**src/design/vrgb_div.sv**
```systemverilog
// ----------------------------------------------------------------------------
// vrgb_div
// pipelined restoring divider, one quotient bit per register stage
// ----------------------------------------------------------------------------
module vrgb_div #(
  parameter int NW = 32,
  parameter int DW = 16,
  parameter int SW = 8
) (
  input  logic          clk,
  input  logic          rst_n,
  input  logic          in_vld,
  input  logic [NW-1:0] in_num,
  input  logic [DW-1:0] in_den,
  input  logic [SW-1:0] in_side,
  output logic          out_vld,
  output logic [NW-1:0] out_quo,
  output logic [SW-1:0] out_side
);

  logic          vld_r  [NW];
  logic [DW-1:0] rem_r  [NW];
  logic [NW-1:0] num_r  [NW];
  logic [NW-1:0] quo_r  [NW];
  logic [DW-1:0] den_r  [NW];
  logic [SW-1:0] side_r [NW];

  for (genvar k = 0; k < NW; k++) begin : g_st
    logic          vld_i;
    logic [DW-1:0] rem_i;
    logic [NW-1:0] num_i;
    logic [NW-1:0] quo_i;
    logic [DW-1:0] den_i;
    logic [SW-1:0] side_i;
    logic [DW:0]   trial;
    logic [DW:0]   diff;

    if (k == 0) begin : g_first
      assign vld_i  = in_vld;
      assign rem_i  = '0;
      assign num_i  = in_num;
      assign quo_i  = '0;
      assign den_i  = in_den;
      assign side_i = in_side;
    end else begin : g_next
      assign vld_i  = vld_r[k-1];
      assign rem_i  = rem_r[k-1];
      assign num_i  = num_r[k-1];
      assign quo_i  = quo_r[k-1];
      assign den_i  = den_r[k-1];
      assign side_i = side_r[k-1];
    end

    assign trial = {rem_i, num_i[NW-1-k]};
    assign diff  = trial - {1'b0, den_i};

    always_ff @(posedge clk) begin
      if (!rst_n) begin
        vld_r[k] <= 1'b0;
      end else begin
        vld_r[k] <= vld_i;
      end
      rem_r[k]  <= diff[DW] ? trial[DW-1:0] : diff[DW-1:0];
      num_r[k]  <= num_i;
      quo_r[k]  <= quo_i | ({{(NW-1){1'b0}}, ~diff[DW]} << (NW-1-k));
      den_r[k]  <= den_i;
      side_r[k] <= side_i;
    end
  end

  assign out_vld  = vld_r[NW-1];
  assign out_quo  = quo_r[NW-1];
  assign out_side = side_r[NW-1];

endmodule

```
**config.mk**
```make
export PLATFORM = sky130hd
export DESIGN_NAME = vrgb_div
export DESIGN_NICKNAME = d
export VERILOG_FILES = /design/src/design/vrgb_div.sv
export SDC_FILE = /design/constraint.sdc
export NUM_CORES = 2
export LEC_CHECK = 0
export BUFFER_PORTS_ARGS = -buffer_cell sky130_fd_sc_hd__buf_2
export CORE_MARGIN = 4
export CORE_UTILIZATION = 55
export CTS_CLUSTER_DIAMETER = 100
export DETAILED_ROUTE_END_ITERATION = 8
export HOLD_SLACK_MARGIN = 0.05
export PLACE_DENSITY = 0.71
export SYNTH_ARGS = -nofsm -noshare
export SYNTH_HDL_FRONTEND = slang
export SYNTH_SLANG_ARGS = --single-unit
```
**constraint.sdc**
```tcl
create_clock -name clk -period 4.4 [get_ports clk]
set_clock_uncertainty 0.1 [all_clocks]
set_input_delay 0 -clock clk [delete_from_list [all_inputs] [get_ports clk]]
set_output_delay 0 -clock clk [all_outputs]
set_load 0.05 [all_outputs]
```
==> out/metrics.cfg <==
[yosys]
synth_largest_area_cell = sky130_fd_sc_hd__dfxtp_1
synth_top_flop_cell = sky130_fd_sc_hd__dfxtp_1
synth_warnings = 0
yosys-top-cells-area = sky130_fd_sc_hd__dfxtp_1, sky130_fd_sc_hd__ha_1, sky130_fd_sc_hd__mux2_2
synth_sequential_area_ratio = 0.606
synthArstFlopShare = 0
syn-cell-area_um2 = 76100
syn_avg_cell_area_um2 = 11.6
synth_enable_flop_cells = 0
ys_seq_elements = 2304
synthCells = 6540
synth.lib_cells_used.distinct = 88
synth_top_area_share = 0.606

[global_route]
gr-usage-all-layers = 0.175
grt_max_degree = 32
antenna_violations_before_repair = 2
grt_pass1_wl_um = 214000
aggregate_global_routing_overflow = 0
grt_pass1_vias = 44800

[timing]
timing.final.crit_share = 0.830
relSlewSlack = 0.255
tightestPinTransition_ps = 1110
tns_ps = 0
final_critical_delay_including_setup_and_external_delays_ps = 3650
rsz0062_at_grt = no
final-hold-violation-count = 0
achievable-frequency_ghz = 0.274
drv_slew = 0
setup_viol = 0

[placed_design]
place.port_buffers = 99
dpl-instance-area_um2 = 78900
place_hpwl_um = 90200
place_congestion = 0.853

[layout]
syn2layout_area_growth_pct = 15.1
mostFrequentLayoutCells = sky130_fd_sc_hd__dfxtp_1, sky130_fd_sc_hd__inv_1, sky130_fd_sc_hd__ha_1, sky130_fd_sc_hd__a21oi_1, sky130_fd_sc_hd__nor2_1
finish.utilization = 0.637
final_design_area_no_fill_um2 = 87600
share_of_cells_above_drive_strength_1 = 0.126
finalNetCount = 7511
mostFrequentLayoutCell = sky130_fd_sc_hd__dfxtp_1

[cts]
clk_pin_slew_worst_paths_ps = 60
post_cts_buffers = 0
clock_tree.buffer_depth = 3
htree_num_levels = 4
clock_insertion_delay_worst_skew_ps = 830
tritoncts_clock_tree = done
ctsRootBufferMaster = sky130_fd_sc_hd__clkbuf_16
ctsHoldBuffers = 118
post_cts_resize_count = 0
numCtsBuffers = 216
cts.sinks = 2304

[die]
floorplan.io_pins = 100
placement_rows = 136
die_y_um = 380
design.die.area_um2 = 144000
core_area_um2 = 137000
fp.dieW_um = 380
initial_core_util = 0.554

[setup_path]
timing.critical_path.cells = inv_1 -> ha_1 -> and3_1 -> a21oi_1 -> nor2_1 -> a2111oi_0 -> a21boi_0 -> mux2i_1 -> nor2_1 -> clkinv_1 -> mux2_2
cpMaxStageDelayCell = sky130_fd_sc_hd__clkinv_1
critPathMaxStageDelay_ps = 620
startpoint_type = register
worst-r2r-setup-slack_ps = 750
cp_max_fo = 16
timing.rr.end = rem_r[0][231]$_DFF_P_
timing.reg2reg.worst_path_depth = 11
worst-endpoint-arrival_ps = 4250
timing.rr.start = den_r[3][25]$_DFF_P_
cp_data_required_time_ps = 5000
worst-setup-path-type = register to register
cp-end-kind = register
worst_path_most_repeated_cell = sky130_fd_sc_hd__nor2_1

[routing]
antenna_left = 0
avgRoutedWirePerCell_um = 14.3
drt-vias-per-instance = 5.03
wirelength_um = 128000
routed-via-count = 44800
dr.pass1.iters = 5
drc_errors = 0
detail_route.iter0.violations = 2086

[pwr]
ir_worst_vdd_uv = 453
p_leak_nw = 39.5
power.total_w = 0.0744
cellPowerDensity_nw_per_um2 = 850

[worst_hold_path]
worstHoldPathType = register to register
hold-path-endpoint = num_r[12][1]$_DFF_P_
hold_depth = 0
hold_path.startpoint = num_r[11][1]$_DFF_P_

[job]
max_cap_viol_count = 0

[outcome]
outcome = complete, no violations

[cells in the mapped netlist, drive strengths merged, types with 60 or more instances]
cell,n
nand2,162
xnor2,246
o21ai,234
a21oi,402
nand3,82
inv,623
a21o,117
mux2,347
nor2b,84
o21a,73
nor3,69
nor2,372
mux2i,62
ha,497
clkbuf,60
dfxtp,2304
xor2,132
[worst max path at each step]
stage / startpoint / end / slack [ps] / cells after the start
6_report: den_r[3][25]$_DFF_P_ / rem_r[0][231]$_DFF_P_ / 750 / 11
4_1_cts: num_r[25][5]$_DFF_P_ / rem_r[1][174]$_DFF_P_ / 780 / 12
3_5_place_dp: den_r[3][25]$_DFF_P_ / rem_r[0][238]$_DFF_P_ / 830 / 11
2_1_floorplan: num_r[25][5]$_DFF_P_ / rem_r[1][168]$_DFF_P_ / 1160 / 12
3_3_place_gp: den_r[3][25]$_DFF_P_ / rem_r[0][239]$_DFF_P_ / 830 / 11
5_1_grt: num_r[25][5]$_DFF_P_ / rem_r[1][174]$_DFF_P_ / 490 / 12
[sequential cells by signal, indices dropped and copies added (netlist names)]
register  count
quo_r       528
num_r       496
den_r       496
side_r      256
rem_r       496
vld_r        32
[worst max-delay path, delay by kind of cell (launching register included)]
kind | cells | cell delay, ps
DFF | 1 | 330
muxes | 2 | 650
and+or+nand+nor | 3 | 560
buffers and inverters | 2 | 660
AOI/OAI and AO/OA | 3 | 830
adders and majority gates | 1 | 400
[final cells by class]
cell class                 instances  area [um^2]
tap                             1794         2240
sequential                      2304        46100
inverter                         624         2340
fill                           10700        49900
multi-input combinational       3528        27400
clock buffer                     304         6160
antenna                            3         7.51
timing repair buffer             251         1930
clock inverter                    95         1390
[per-stage QoR]
stage / instances / setup slack, ps / hold WS, ps
4_1_cts: 8900 / 777 / 149
3_3_place_gp: 8383 / 828 / 2.42
6_report: 8903 / 750 / 194
3_5_place_dp: 8383 / 826 / 3.57
5_1_grt: 8903 / 485 / 196
2_1_floorplan: 6546 / 1160 / -72.3
[power breakdown]
part | leakage [nW] | total, W | internal, W | switching, W
clock network | 3.66 | 0.0189 | 0.0111 | 0.00780
logic | 16.4 | 0.0268 | 0.0131 | 0.0137
registers | 19.4 | 0.0287 | 0.0264 | 0.00229
[per-layer routing]
| metal | global-route usage | part of all wire | vias up |
|---|---|---|---|
| met5 | 0 | 0 | - |
| met4 | 0.0631 | 0.030 | 0 |
| met3 | 0.0307 | 0.040 | 264 |
| met2 | 0.304 | 0.48 | 743 |
| met1 | 0.219 | 0.45 | 20800 |
| li1 | - | - | 23000 |
[logic make-up (layout without fill, tap and decap cells)]
kind of cell    count (synthesis)  after routing  share of synthesized area
compound gates               1192           1192                     0.0997
fa+ha+maj                     527            527                     0.0896
mux                           409            409                     0.0598
xor+xnor                      378            378                     0.0439
buf+inv                       714           1274                     0.0358
other cells                     1             10                  0.0000493
simple gates                 1015           1015                     0.0653
flops                        2304           2304                      0.606
No activity file was read; power rests on OpenSTA's default activity.
